### src/hw/rtl/stcov_pkg.sv
// Package for the segment tree interval cover block.
// Holds the sizing constants, status codes and shared structs.
// No dependencies; every other RTL file except stcov_ram imports it.
`default_nettype none

package stcov_pkg;

  // Tree span and count width
  localparam int RANGE_SPAN  = 1024;
  localparam int COVER_BITS  = 16;
  localparam int SPAN_LOG    = $clog2(RANGE_SPAN);
  localparam int POS_W       = SPAN_LOG + 1;
  localparam int IDX_W       = SPAN_LOG + 1;
  localparam int LVL_W       = $clog2(SPAN_LOG + 1);
  localparam int STORE_DEPTH = 2 * RANGE_SPAN;

  // Traversal stack
  localparam int PEND_DEPTH  = 20;
  localparam int PEND_AW     = $clog2(PEND_DEPTH);
  localparam int CNT_W       = $clog2(PEND_DEPTH + 1);

  // Fixed transaction field widths
  localparam int IN_W        = 11;
  localparam int NODE_OUT_W  = 11;
  localparam int COVER_OUT_W = 16;
  localparam int STATUS_W    = 2;

  localparam logic [COVER_BITS-1:0] COVER_MAX = '1;

  typedef enum logic [STATUS_W-1:0] {
    ST_OK    = 2'd0,
    ST_EMPTY = 2'd1,
    ST_UNDER = 2'd2,
    ST_SAT   = 2'd3
  } status_t;

  // One tree node: heap index plus its depth below the root
  typedef struct packed {
    logic [IDX_W-1:0] idx;
    logic [LVL_W-1:0] lvl;
  } node_t;

  // Node classification against the current interval
  typedef struct packed {
    logic covered;
    logic push_r;
    logic push_l;
  } span_res_t;

  // Request to the cover store
  typedef struct packed {
    logic                   we;
    logic [IDX_W-1:0]       waddr;
    logic [COVER_BITS-1:0]  wdata;
    logic [IDX_W-1:0]       raddr;
  } mem_req_t;

  // Clamp an endpoint to the span
  function automatic logic [POS_W-1:0] sat_pos(input logic [IN_W-1:0] v);
    if (int'(v) > RANGE_SPAN) begin
      sat_pos = POS_W'(RANGE_SPAN);
    end else begin
      sat_pos = POS_W'(v);
    end
  endfunction

endpackage

`default_nettype wire

### src/hw/rtl/stcov_if.sv
// Valid/ready channel interfaces for request and result transactions.
// Depends on stcov_pkg for the field widths.
`default_nettype none

interface stcov_in_if import stcov_pkg::*; ();
  logic             valid;
  logic             ready;
  logic             req_type;
  logic [IN_W-1:0]  interval_start;
  logic [IN_W-1:0]  interval_end;

  modport source(output valid, req_type, interval_start, interval_end, input ready);
  modport sink(input valid, req_type, interval_start, interval_end, output ready);
endinterface

interface stcov_out_if import stcov_pkg::*; ();
  logic                    valid;
  logic                    ready;
  logic [NODE_OUT_W-1:0]   node_index;
  logic [COVER_OUT_W-1:0]  new_cover;
  logic [STATUS_W-1:0]     status;
  logic                    last;

  modport source(output valid, node_index, new_cover, status, last, input ready);
  modport sink(input valid, node_index, new_cover, status, last, output ready);
endinterface

`default_nettype wire

### src/hw/rtl/stcov_span.sv
// Shared node unit: derives a node's span from its index and depth,
// compares it with the interval and forms both children. Uses stcov_pkg.
`default_nettype none

module stcov_span import stcov_pkg::*; (
  input  wire node_t            node,
  input  wire logic [POS_W-1:0] s,
  input  wire logic [POS_W-1:0] e,
  output node_t                 left_child,
  output node_t                 right_child,
  output span_res_t             res
);

  logic [IDX_W-1:0] offset;
  logic [LVL_W-1:0] sh;
  logic [POS_W-1:0] lo;
  logic [POS_W-1:0] size;
  logic [POS_W-1:0] hi;
  logic [POS_W-1:0] mid;
  logic             leaf;

  // Span [lo, hi) of the node, split point mid
  always_comb begin
    offset = node.idx & ~(IDX_W'(1) << node.lvl);
    sh     = LVL_W'(SPAN_LOG) - node.lvl;
    lo     = POS_W'(offset) << sh;
    size   = POS_W'(RANGE_SPAN) >> node.lvl;
    hi     = lo + size;
    mid    = lo + (size >> 1);
    leaf   = (node.lvl == LVL_W'(SPAN_LOG));
  end

  // Classify and pick the children that still meet the interval
  always_comb begin
    res.covered = (s <= lo) && (hi <= e);
    res.push_r  = !res.covered && !leaf && (e > mid);
    res.push_l  = !res.covered && !leaf && (s < mid);
  end

  always_comb begin
    left_child.idx  = node.idx << 1;
    left_child.lvl  = node.lvl + LVL_W'(1);
    right_child.idx = {node.idx[IDX_W-2:0], 1'b1};
    right_child.lvl = node.lvl + LVL_W'(1);
  end

endmodule

`default_nettype wire

### src/hw/rtl/stcov_ctrl.sv
// Sequencer: clearing pass, preorder walk over a node stack, cover count
// read-modify-write and the result register. Uses stcov_pkg, stcov_if, stcov_span.
`default_nettype none

module stcov_ctrl import stcov_pkg::*; (
  input  wire logic                   clk,
  input  wire logic                   rst_n,
  stcov_in_if.sink                    in_ch,
  stcov_out_if.source                 out_ch,
  output mem_req_t                    mem_req,
  input  wire logic [COVER_BITS-1:0]  mem_rdata
);

  typedef enum logic [3:0] {
    S_CLEAR = 4'b0001,
    S_IDLE  = 4'b0010,
    S_POP   = 4'b0100,
    S_UPD   = 4'b1000
  } state_t;

  state_t               state_r, state_nxt;
  logic [CNT_W-1:0]     cnt_r, cnt_nxt;
  logic [IDX_W-1:0]     clr_r, clr_nxt;
  logic                 out_valid_r, out_valid_nxt;

  node_t                stack_r [PEND_DEPTH];
  logic [POS_W-1:0]     s_r, e_r;
  logic                 del_r;
  logic [IDX_W-1:0]     cur_idx_r;
  logic [NODE_OUT_W-1:0]  out_node_r;
  logic [COVER_OUT_W-1:0] out_cover_r;
  logic [STATUS_W-1:0]  out_status_r;
  logic                 out_last_r;

  logic [PEND_AW-1:0]   pop_ptr;
  node_t                top_node;
  node_t                left_child, right_child;
  span_res_t            span_res;

  logic                 in_fire;
  logic                 out_free;
  logic                 upd_go;
  logic [POS_W-1:0]     s_in, e_in;
  logic [CNT_W-1:0]     c1, c2;
  logic                 wa_en, wb_en;
  logic [PEND_AW-1:0]   wa_ptr, wb_ptr;
  node_t                wa_node, wb_node;
  logic [COVER_BITS-1:0] new_c;
  status_t              new_st;

  // Top of the node stack and its classification
  assign pop_ptr  = PEND_AW'(cnt_r - CNT_W'(1));
  assign top_node = stack_r[pop_ptr];

  stcov_span u_span (
    .node        (top_node),
    .s           (s_r),
    .e           (e_r),
    .left_child  (left_child),
    .right_child (right_child),
    .res         (span_res)
  );

  // Handshakes
  assign in_ch.ready = (state_r == S_IDLE) && !out_valid_r;
  assign in_fire     = in_ch.valid && in_ch.ready;
  assign out_free    = !out_valid_r || out_ch.ready;
  assign upd_go      = (state_r == S_UPD) && out_free;
  assign s_in        = sat_pos(in_ch.interval_start);
  assign e_in        = sat_pos(in_ch.interval_end);

  // Saturating count update
  always_comb begin
    new_c  = mem_rdata;
    new_st = ST_OK;
    if (del_r) begin
      if (mem_rdata == '0) begin
        new_st = ST_UNDER;
      end else begin
        new_c = mem_rdata - COVER_BITS'(1);
      end
    end else begin
      if (mem_rdata == COVER_MAX) begin
        new_st = ST_SAT;
      end else begin
        new_c = mem_rdata + COVER_BITS'(1);
      end
    end
  end

  // Stack pushes: the root on an accepted request; after a pop, right child first, so left is popped first
  always_comb begin
    c1      = cnt_r - CNT_W'(1);
    c2      = c1;
    wa_en   = 1'b0;
    wb_en   = 1'b0;
    wa_ptr  = PEND_AW'(c1);
    wa_node = right_child;
    wb_ptr  = PEND_AW'(c1);
    wb_node = left_child;
    if (state_r == S_POP && !span_res.covered) begin
      if (span_res.push_r && c1 < CNT_W'(PEND_DEPTH)) begin
        wa_en = 1'b1;
        c2    = c1 + CNT_W'(1);
      end
      wb_ptr = PEND_AW'(c2);
      if (span_res.push_l && c2 < CNT_W'(PEND_DEPTH)) begin
        wb_en = 1'b1;
        c2    = c2 + CNT_W'(1);
      end
    end else if (in_fire) begin
      wa_en        = 1'b1;
      wa_ptr       = '0;
      wa_node.idx  = IDX_W'(1);
      wa_node.lvl  = '0;
    end
  end

  // Next state
  always_comb begin
    state_nxt     = state_r;
    cnt_nxt       = cnt_r;
    clr_nxt       = clr_r;
    out_valid_nxt = out_valid_r && !out_ch.ready;
    case (state_r)
      S_CLEAR: begin
        clr_nxt = clr_r + IDX_W'(1);
        if (clr_r == '1) begin
          state_nxt = S_IDLE;
        end
      end
      S_IDLE: begin
        if (in_fire) begin
          if (s_in >= e_in) begin
            out_valid_nxt = 1'b1;
          end else begin
            cnt_nxt   = CNT_W'(1);
            state_nxt = S_POP;
          end
        end
      end
      S_POP: begin
        if (span_res.covered) begin
          cnt_nxt   = c1;
          state_nxt = S_UPD;
        end else begin
          cnt_nxt = c2;
          if (c2 == '0) begin
            state_nxt = S_IDLE;
          end
        end
      end
      S_UPD: begin
        if (upd_go) begin
          out_valid_nxt = 1'b1;
          state_nxt     = (cnt_r == '0) ? S_IDLE : S_POP;
        end
      end
      default: begin
        state_nxt = S_CLEAR;
        clr_nxt   = '0;
      end
    endcase
  end

  // Cover store access
  always_comb begin
    mem_req.we    = 1'b0;
    mem_req.waddr = cur_idx_r;
    mem_req.wdata = new_c;
    mem_req.raddr = (state_r == S_POP) ? top_node.idx : cur_idx_r;
    if (state_r == S_CLEAR) begin
      mem_req.we    = 1'b1;
      mem_req.waddr = clr_r;
      mem_req.wdata = '0;
    end else if (upd_go) begin
      mem_req.we = 1'b1;
    end
  end

  // Control registers
  always_ff @(posedge clk) begin
    if (!rst_n) begin
      state_r     <= S_CLEAR;
      cnt_r       <= '0;
      clr_r       <= '0;
      out_valid_r <= 1'b0;
    end else begin
      state_r     <= state_nxt;
      cnt_r       <= cnt_nxt;
      clr_r       <= clr_nxt;
      out_valid_r <= out_valid_nxt;
    end
  end

  // Payload registers: request, stack, current node, result
  always_ff @(posedge clk) begin
    if (in_fire) begin
      s_r   <= s_in;
      e_r   <= e_in;
      del_r <= in_ch.req_type;
    end
    if (wa_en) begin
      stack_r[wa_ptr] <= wa_node;
    end
    if (wb_en) begin
      stack_r[wb_ptr] <= wb_node;
    end
    if (state_r == S_POP) begin
      cur_idx_r <= top_node.idx;
    end
    if (in_fire && s_in >= e_in) begin
      out_node_r   <= '0;
      out_cover_r  <= '0;
      out_status_r <= ST_EMPTY;
      out_last_r   <= 1'b1;
    end else if (upd_go) begin
      out_node_r   <= NODE_OUT_W'(cur_idx_r);
      out_cover_r  <= COVER_OUT_W'(new_c);
      out_status_r <= new_st;
      out_last_r   <= (cnt_r == '0);
    end
  end

  assign out_ch.valid      = out_valid_r;
  assign out_ch.node_index = out_node_r;
  assign out_ch.new_cover  = out_cover_r;
  assign out_ch.status     = out_status_r;
  assign out_ch.last       = out_last_r;

endmodule

`default_nettype wire

### src/flat_wrapper.sv
// flat-port wrapper written by rule: the top's interface ports become plain ports
module stcov_ctrl_flat import stcov_pkg::*;
  (clk, rst_n, mem_req, mem_rdata, in_ch_valid, in_ch_req_type, in_ch_interval_start, in_ch_interval_end, in_ch_ready, out_ch_valid, out_ch_node_index, out_ch_new_cover, out_ch_status, out_ch_last, out_ch_ready);
  stcov_in_if in_ch_i ();
  stcov_out_if out_ch_i ();
  input  wire logic clk;
  input  wire logic rst_n;
  output mem_req_t mem_req;
  input  wire logic [COVER_BITS-1:0] mem_rdata;
  input wire logic [$bits(in_ch_i.valid)-1:0] in_ch_valid;
  input wire logic [$bits(in_ch_i.req_type)-1:0] in_ch_req_type;
  input wire logic [$bits(in_ch_i.interval_start)-1:0] in_ch_interval_start;
  input wire logic [$bits(in_ch_i.interval_end)-1:0] in_ch_interval_end;
  output wire logic [$bits(in_ch_i.ready)-1:0] in_ch_ready;
  output wire logic [$bits(out_ch_i.valid)-1:0] out_ch_valid;
  output wire logic [$bits(out_ch_i.node_index)-1:0] out_ch_node_index;
  output wire logic [$bits(out_ch_i.new_cover)-1:0] out_ch_new_cover;
  output wire logic [$bits(out_ch_i.status)-1:0] out_ch_status;
  output wire logic [$bits(out_ch_i.last)-1:0] out_ch_last;
  input wire logic [$bits(out_ch_i.ready)-1:0] out_ch_ready;
  assign in_ch_i.valid = in_ch_valid;
  assign in_ch_i.req_type = in_ch_req_type;
  assign in_ch_i.interval_start = in_ch_interval_start;
  assign in_ch_i.interval_end = in_ch_interval_end;
  assign in_ch_ready = in_ch_i.ready;
  assign out_ch_valid = out_ch_i.valid;
  assign out_ch_node_index = out_ch_i.node_index;
  assign out_ch_new_cover = out_ch_i.new_cover;
  assign out_ch_status = out_ch_i.status;
  assign out_ch_last = out_ch_i.last;
  assign out_ch_i.ready = out_ch_ready;
  stcov_ctrl u_core (.clk(clk), .rst_n(rst_n), .in_ch(in_ch_i), .out_ch(out_ch_i), .mem_req(mem_req), .mem_rdata(mem_rdata));
endmodule
### config.mk
export PLATFORM = sky130hd
export DESIGN_NAME = stcov_ctrl_flat
export DESIGN_NICKNAME = d
export VERILOG_FILES = /design/src/hw/rtl/stcov_pkg.sv /design/src/hw/rtl/stcov_if.sv /design/src/hw/rtl/stcov_span.sv /design/src/hw/rtl/stcov_ctrl.sv /design/src/flat_wrapper.sv
export SDC_FILE = /design/constraint.sdc
export NUM_CORES = 1
export LEC_CHECK = 0
export ABC_CLOCK_PERIOD_IN_PS = 10300
export BUFFER_PORTS_ARGS = -buffer_cell sky130_fd_sc_hd__buf_4
export CORE_ASPECT_RATIO = 1.1
export CORE_MARGIN = 2
export CORE_UTILIZATION = 57
export CTS_CLUSTER_DIAMETER = 40
export CTS_CLUSTER_SIZE = 24
export DETAILED_ROUTE_END_ITERATION = 12
export PLACE_DENSITY_LB_ADDON = 0.05
export SLEW_MARGIN = 15
export SYNTH_ARGS = -nofsm -noshare
export SYNTH_HDL_FRONTEND = slang
export SYNTH_HIERARCHICAL = 1
export SYNTH_SLANG_ARGS = --single-unit
### constraint.sdc
create_clock -name clk -period 10.3 [get_ports clk]
set_clock_uncertainty 0.1 [all_clocks]
set_input_delay 1.545 -clock clk [delete_from_list [all_inputs] [get_ports clk]]
set_output_delay 1.545 -clock clk [all_outputs]
set_load 0.02 [all_outputs]
## Word-level counts from Yosys, hierarchy flattened

Memories as Yosys holds them, arrays and structs flattened.
Cells that the tools add are included.
Widths: inputs -> output; s select.

- Add/subtract/negate cells: 10
- Magnitude comparators: 9
- Eq/ne operators: 12
- Shift operators: 3
- Multiplexer cells: 47
- Bitwise gates (word level): 2
- Reductions and logical operators: 24

Operator list:

| cell | number |
|---|---|
| $mux 5 | 10 |
| $mux 16 | 3 |
| $mux 11 | 3 |
| $mux 15 | 2 |
| $mux 27 | 1 |
| $mux 4 | 6 |
| $gt 11x11->1 const B | 2 |
| $le 11x11->1 | 2 |
| $pmux 11 s2 | 1 |
| $add 16x1->16 const B | 1 |
| $eq 16x16->1 const B | 1 |
| $logic_not 16->1 | 1 |
| $pmux 4 s4 | 1 |
| $sub 16x1->16 const B | 1 |
| $mux 1 | 14 |
| $logic_and 1x1->1 | 12 |
| $add 11x1->11 const B | 1 |
| $add 11x10->11 | 1 |
| $add 11x11->11 | 1 |
| $and 11x11->11 | 1 |
| $eq 11x11->1 const B | 1 |
| $ge 11x11->1 | 1 |
| $gt 11x11->1 | 1 |
| $lt 11x11->1 | 1 |
| other kinds (27) | 38 |

- Register bits: 85
- RAM bits: 300
- Bits of input ports: 43
- Output and inout port bits: 71
- Memories kept: 1

Memory list:

| name | depth | bits a word | read ports | clocked after Yosys merged registers in | wr ports | RTL line | RTL |
|---|---|---|---|---|---|---|---|
| u_core.stack_r | 20 | 15 | 1 | 0 | 2 | stcov_ctrl.sv:26 | `node_t stack_r [PEND_DEPTH];` |

## Logic depth before layout (Yosys ltp)

Gate-level depths: netlist of the first run.
An unclocked memory read counts as a cell.

- Word-level depth: 23
- Gate-level depth with buffers: 44
- Depth with buffers taken out: 38

## Modules after synthesis

The synthesis of the first run kept the hierarchy.

By module, submodules not included:

| module | times used | cells each | area an instance (µm²) | seq. area each (µm²) |
|---|---|---|---|---|
| stcov_ctrl | 1 | 1785 | 20432.1 | 10940.5 |
| stcov_span | 1 | 355 | 2728.9 | 0.0 |

## Worst setup path before layout of the first run

Ideal clock, no wire load.

- Path type: register to register
- From: register u_core.cnt_r[0]
- To: memory u_core/stack_r[12][0] (netlist name) (enable)
- Setup time: 0.408 ns
- Arrival time: 9.607 ns
- Data required time: 9.792 ns
- Slack: 0.185 ns
- Stages on the path, launching flop included: 40
- Period minus slack after synthesis: 10.115 ns
- Cell sequence: dfxtp_1 -> buf_2 -> inv_1 -> ha_1 -> clkbuf_1 -> buf_1 -> clkbuf_1 -> clkbuf_1 -> mux4_2 -> nand2_1 -> nand2_1 -> clkinv_1 -> ha_1 -> clkbuf_1 -> buf_1 -> and2_1 -> nand2_1 -> inv_1 -> [... 4 more ...] -> a2111o_1 -> a31o_2 -> a21oi_1 -> xnor2_1 -> ha_1 -> nand4_1 -> o21ai_0 -> a22oi_1 -> nor4_1 -> or3b_2 -> a21boi_1 -> o221ai_1 -> a311o_1 -> buf_6 -> or3_1 -> buf_2 -> buf_6 -> o21ai_0

RTL lines:

| what | RTL line | RTL |
|---|---|---|
| start: declaration | stcov_ctrl.sv:22 | `logic [CNT_W-1:0] cnt_r, cnt_nxt;` |
| start signal: assignment | stcov_ctrl.sv:190 | `cnt_r <= cnt_nxt;` |
| end: declaration | stcov_ctrl.sv:26 |  |

==> flow_summary_export.csv, run 1 <==
group,metric,value,unit
status,status,"complete, no violations",
grt,grt_max_degree,39,
synth,synth_area,23200,um^2
worst_setup_path,end_kind,"flop",
worst_setup_path,worstPathMaxFanout,27,
synth,synth-edff-count,323,
placed_design,gp_congestion,0.945,
synth,synth_cell_types,98,
sta,slew_headroom,0.277,
floorplanning,core,40200,um^2
drt,wl_per_cell,24.4,um
grt,overflow,0,
worst_setup_path,r2r_end,"u_core/stack_r[17][6]",
drt,ant_nets,0,
clock_network,cts_buffer_depth,3,
floorplanning,die-height,215,um
clock_network,cts_tree,"yes",
layout,syn_to_final_growth,14.1,%
synth,synth_commonest_cells,"378 x nand2_1, 323 x edfxtp_1, 230 x o21ai_0",
sta,fin_crit_sh,0.956,
synth,synthFlopType,"edfxtp_1",
synth,synth_cells,2140,
floorplanning,start_util,0.577,
clock_network,root_buffer,"clkbuf_16",
power_and_ir_drop,fin_total_pwr,3600,uW
drt,firstDrtPassIters,5,
worst_setup_path,reg2reg_setup_slack,460,ps
drt,drtIter0Drc,1508,
floorplanning,die_area,42300,um^2
placed_design,dpl-instance-area,24500,um^2
synth,synth.most_common_cell,"nand2_1",
floorplanning,ios,114,
clock_network,path_clk_slew,60,ps
synth,yosysTopAreaCellShare,0.419,
worst_setup_path,start_kind,"flop",
drt,viasPerCell,6.38,
worst_setup_path,startpoint,"u_core/cnt_r[0]",
layout,final_nets,2332,
sta,whs,356,ps
worst_hold_path,min_to,"u_core/out_ch.node_index[6]",
grt,grt_pass1_wl,103000,um
layout,n_antenna_cell,0,
synth,synth_area_leaders,"edfxtp_1 42%, mux4_2 9.0%, nand2_1 6.1%",
worst_setup_path,slowest_delay,580,ps
sta,drv_slew,0,
layout,final_layout_size_suffix_gt1_frac,0.236,
worst_hold_path,min_from,"u_core/out_ch.node_index[6]",
worst_setup_path,crit_slowest_cell,"a311o_2",
sta,period_needed,9840,ps
sta,rsz0062_at_grt,"no",
synth,synth_top_area_cell,"edfxtp_1",
drt,via_count,17600,
layout,post-route-cell-area,26400,um^2
clock_network,cts.sinks,385,
worst_hold_path,hold_class,"reg2reg",
floorplanning,rows,77,
synth,yosysWarnings,6,
grt,grt_pass1_vias,17100,
power_and_ir_drop,power_density,136,nW/um^2
clock_network,hold_buffers,0,
drt,drc,0,
synth,syn_nets,2272,
clock_network,cts_max_level,2,
floorplanning,fp.dieW,196,um
synth,ys_seq_elements,385,
drt,finalWirelength,67300,um
sta,worst_slew_pin_slew,1080,ps
sta,setup_viol,0,
placed_design,dp.final_hpwl,48500,um
power_and_ir_drop,max-vdd-ir-drop,0.000158,V
worst_setup_path,cp.required,10500,ps
synth,synth_seq_area_share,0.472,
run,maxCapViolations,0,
placed_design,port_buffers,113,
sta,finalHoldViolCount,0,
power_and_ir_drop,leakage,0.00945,uW
grt,grt_usage,0.321,
worst_setup_path,reg2reg_depth,35,
clock_network,numCtsBuffers,51,
grt,antenna_found_initial,0,
synth,async_flop_share,0,
worst_hold_path,worstHoldPathCells,2,
worst_setup_path,reg2reg_from,"u_core/cnt_r[0]",
synth,synth.avg_cell_area,10.8,um^2
clock_network,clk-insertion-delay-late,610,ps
worst_setup_path,crit_type,"reg2reg",
sta,fmax,102,MHz
sta,tns,0,ps
worst_setup_path,arrival,10050,ps
[area by class of cell]
| type | instances | area (um^2) |
|---|---|---|
| multi-input combinational | 1494 | 11200 |
| sequential | 385 | 10900 |
| fill | 3121 | 13700 |
| clock inverter | 42 | 487 |
| timing repair buffer | 200 | 1530 |
| inverter | 68 | 258 |
| tap | 513 | 642 |
| clock buffer | 54 | 1330 |
[how the worst max path moves through the flow]
stage	end	slack (ps)	cells past startpoint
after floorplan	u_core/stack_r[12][0]	190	39
after detailed placement	u_core/stack_r[4][7]	180	33
after global routing	u_core/stack_r[17][6]	40	35
after global placement	u_core/stack_r[4][8]	470	33
after CTS	u_core/stack_r[4][4]	120	33
final	u_core/stack_r[17][6]	460	35
[metrics by stage]
stage               utilization  worst slack, ps  cells
floorplan                     -              185   2140
global placement          0.610              474   2653
detailed placement        0.610              183   2653
CTS                       0.655              124   2749
global route              0.658             39.6   2756
finish                    0.658              455   2756
[worst max-delay path: cells and delay by family, from the launching register on]
family	cells	cell delay, ps
buffers and inverters	7	1310
muxes	3	1080
and+or+nand+nor	7	1580
adders and majority gates	4	1300
AOI/OAI and AO/OA	13	3630
xor gates and xnor gates	1	100
DFF	1	420
[kinds of logic (layout without fill, tap and decap cells)]
kind of cell	Yosys count	count (layout)	synth area share
compound gates	454	454	0.119
fa+ha+maj	89	89	0.0487
flops	385	385	0.472
xor+xnor	50	50	0.0200
mux	206	206	0.146
simple gates	693	693	0.144
buf+inv	261	364	0.0503
other cells	2	2	0.000324
[what timing repair did]
action                                  CTS  global route
resized for setup                         0             7
endpoints found under the setup margin    0           483
setup buffers                             0             7
[layer usage]
metal	wire length, um	global-route usage
met1	26800	0.417
met2	33300	0.547
met3	4580	0.0436
met4	2590	0.133
met5	0	0
[where the power goes]
group          internal [uW]  switching (uW)
Clock                   1080             782
Sequential              1670            1.45
Combinational           26.9            35.2
Total                   2780             819
[placed cells by master, fill, tap and decap left out, types with 7 or more instances in the layout]
cell type / synthesis / routed
inv_6: 0 / 8
clkbuf_16: 0 / 53
o211ai_1: 11 / 11
xor2_1: 19 / 18
mux2_1: 26 / 26
nor2b_1: 33 / 33
o31ai_1: 10 / 10
edfxtp_1: 323 / 323
buf_4: 32 / 197
o21ai_0: 230 / 225
nor2_1: 92 / 91
nor3_2: 1 / 7
nor4_4: 9 / 10
inv_1: 65 / 65
mux4_2: 93 / 93
dfxtp_1: 62 / 61
inv_8: 0 / 7
mux2i_1: 12 / 12
o22ai_1: 10 / 10
nor3_1: 35 / 29
nand2_1: 378 / 378
a21oi_1: 54 / 54
and2_1: 20 / 20
nor4_1: 9 / 8
a21o_1: 16 / 16
ha_1: 87 / 86
o21bai_2: 0 / 11
mux2_4: 7 / 7
a31oi_1: 17 / 17
mux2_2: 68 / 68
nand2b_1: 16 / 16
o21bai_1: 18 / 7
a211oi_1: 10 / 10
o21ai_1: 11 / 12
nand4_1: 25 / 25
o21a_1: 8 / 8
nand3_1: 22 / 22
xnor2_1: 29 / 26
[registers in the layout, summed over array words and instances (netlist names), 2 cells and up]
| register | count |
|---|---|
| u_core/clr_r | 11 |
| u_core/cnt_r | 5 |
| u_core/cur_idx_r | 11 |
| u_core/e_r | 11 |
| u_core/out_ch.new_cover | 16 |
| u_core/out_ch.node_index | 11 |
| u_core/out_ch.status | 2 |
| u_core/s_r | 11 |
| u_core/stack_r | 300 |
| u_core/state_r | 4 |
Power figures use the tool's default switching activity.
==> run 2: changes to the inputs <==
- ABC_CLOCK_PERIOD_IN_PS: 10300 -> 11600
- CORE_UTILIZATION: 57 -> 67
- clock period: 10.3 -> 11.6 ns (I/O delays scaled with it)
==> flow_summary_export.csv, run 2 (synthesized netlist as in run 1, its figures left out) <==
group,metric,value,unit
grt,antenna_found_initial,0,
grt,grt_max_degree,50,
floorplanning,start_util,0.679,
layout,final_cell_mix,"378 x nand2_1, 323 x edfxtp_1, 225 x o21ai_0",
grt,overflow,0,
drt,wl_met3,5850,um
layout,n_antenna_cell,0,
worst_setup_path,start_kind,"flop",
worst_hold_path,hold_class,"reg2reg",
worst_setup_path,slowest_delay,820,ps
clock_network,numCtsBuffers,46,
drt,highest_layer,"met4",
power_and_ir_drop,swShare,0.217,
layout,syn_to_final_growth,11.7,%
layout,multiInputGateArea,11200,um^2
layout,fillers,2237,
worst_setup_path,worstPathMaxFanout,33,
power_and_ir_drop,power_density,116,nW/um^2
worst_setup_path,arrival,11160,ps
sta,setup_viol,0,
layout,largest_reg_flops,300,
floorplanning,die-height,199,um
sta,period_needed,10990,ps
sta,drv_slew,0,
power_and_ir_drop,clkPwrFrac,0.489,
floorplanning,core,34100,um^2
drt,met2_length,32100,um
layout,final_common_cell,"nand2_1",
drt,drtIter0Drc,1841,
sta,tns,0,ps
layout,top_register,"u_core/stack_r",
drt,viasPerCell,6.68,
power_and_ir_drop,p_int,2350,uW
worst_setup_path,crit_slowest_cell,"or3_1",
grt,grt_usage,0.365,
placed_design,place_inst,2569,
sta,fin_crit_sh,0.947,
sta,worst_slew_pin_slew,1210,ps
floorplanning,ios,114,
power_and_ir_drop,fin_total_pwr,3010,uW
placed_design,gp_congestion,0.927,
power_and_ir_drop,switching_power,654,uW
clock_network,cts_tree,"yes",
drt,via_count,17700,
placed_design,port_buffers,113,
run,maxCapViolations,0,
power_and_ir_drop,max-vdd-ir-drop,0.000139,V
floorplanning,rows,71,
layout,post-route-cell-area,25900,um^2
clock_network,clk-insertion-delay-late,590,ps
clock_network,root_buffer,"clkbuf_16",
worst_setup_path,path_common_cell,"buf_4",
worst_setup_path,reg2reg_setup_slack,610,ps
clock_network,cts_max_level,2,
power_and_ir_drop,seqPwrFrac,0.492,
drt,drc,0,
layout,final_nets,2311,
worst_setup_path,end_kind,"flop",
sta,slew_headroom,0.190,
clock_network,cts.sinks,385,
clock_network,path_clk_slew,60,ps
grt,grt_pass1_vias,17100,
drt,finalWirelength,64900,um
layout,final_layout_size_suffix_gt1_frac,0.220,
layout,seqCellArea,10900,um^2
status,status,"complete, no violations",
drt,wl_per_cell,24.5,um
sta,rsz0062_at_grt,"no",
layout,fin_cells,2654,
power_and_ir_drop,comb_power_share,0.018,
floorplanning,fp.dieW,181,um
sta,fmax,91.0,MHz
worst_setup_path,cp.required,11770,ps
worst_setup_path,crit_type,"reg2reg",
placed_design,dpl-instance-area,24300,um^2
drt,firstDrtPassIters,5,
grt,grt_pass1_wl,99900,um
power_and_ir_drop,leakage,0.00920,uW
placed_design,dp.final_hpwl,46200,um
clock_network,cts_buffer_depth,3,
drt,ant_nets,0,
floorplanning,die_area,36100,um^2
sta,finalHoldViolCount,0,
layout,final_core_util,0.759,
drt,wl_met1,24500,um
==> run 2: cell types whose count changed in the layout (fill, tap and decap cells not counted), moves of 2 or more <==
cell	previous run	this run
o21ai_4	2	0
clkinvlp_4	2	4
clkinv_1	5	10
inv_12	3	0
buf_4	197	183
inv_6	8	6
o21bai_1	7	10
clkbuf_1	1	3
inv_8	7	4
clkinv_4	5	3
clkinv_2	5	3
clkbuf_16	53	47
o21ai_1	12	15
o21bai_2	11	8
==> run 2: area by class of cell <==
type,instances,share of cell area
Inverter,68,0.00996
Tap cell,438,0.0212
Clock buffer,50,0.0459
Clock inverter,35,0.0144
Sequential cell,385,0.423
Multi-Input combinational cell,1494,0.432
Timing Repair Buffer,184,0.0539
==> run 2: timing repair <==
item,in CTS,in global routing
resized for setup,0,3
hold buffers,0,0
endpoints found under the setup margin,0,41
buffers inserted,0,0
==> run 2: final timing paths <==
path | depth (start not counted) | end | startpoint
worst min register to register | 2 | u_core/out_ch.node_index[2] | u_core/out_ch.node_index[2]
worst max register to register | 37 | u_core/stack_r[0][6] | u_core/cnt_r[0]
worst max-delay path | 37 | u_core/stack_r[0][6] | u_core/cnt_r[0]
worst min-delay path | 2 | u_core/out_ch.node_index[2] | u_core/out_ch.node_index[2]
==> run 2: worst max-delay path, delay by kind of cell (launching register included) <==
kind	cells	cell delay (ps)
xor gates and xnor gates	1	90
AOI/OAI and AO/OA	13	3450
and+or+nand+nor	7	1970
buffers and inverters	9	1750
adders and majority gates	4	1420
DFF	1	710
muxes	3	1110
==> run 2: per-stage QoR <==
step	hold WS, ps	setup slack (ps)
2_1_floorplan	346	1490
5_1_grt	383	15.3
3_3_place_gp	343	940
4_1_cts	357	668
3_5_place_dp	349	771
6_report	355	613
==> run 2: routing by layer <==
| layer | GRT usage | vias up |
|---|---|---|
| li1 | - | 7942 |
| met1 | 0.475 | 8609 |
| met2 | 0.618 | 1011 |
| met3 | 0.0619 | 168 |
| met4 | 0.142 | 0 |
| met5 | 0 | - |
==> run 2: power groups by stage <==
stage	Clock (uW)	Sequential (uW)	Combinational, uW
2_1_floorplan	0	1510	31.2
3_3_place_gp	0	1510	51.1
3_5_place_dp	0	1510	52.8
4_1_cts	1490	1480	53.6
5_1_grt	1540	1480	60.8
6_report	1470	1480	55.4
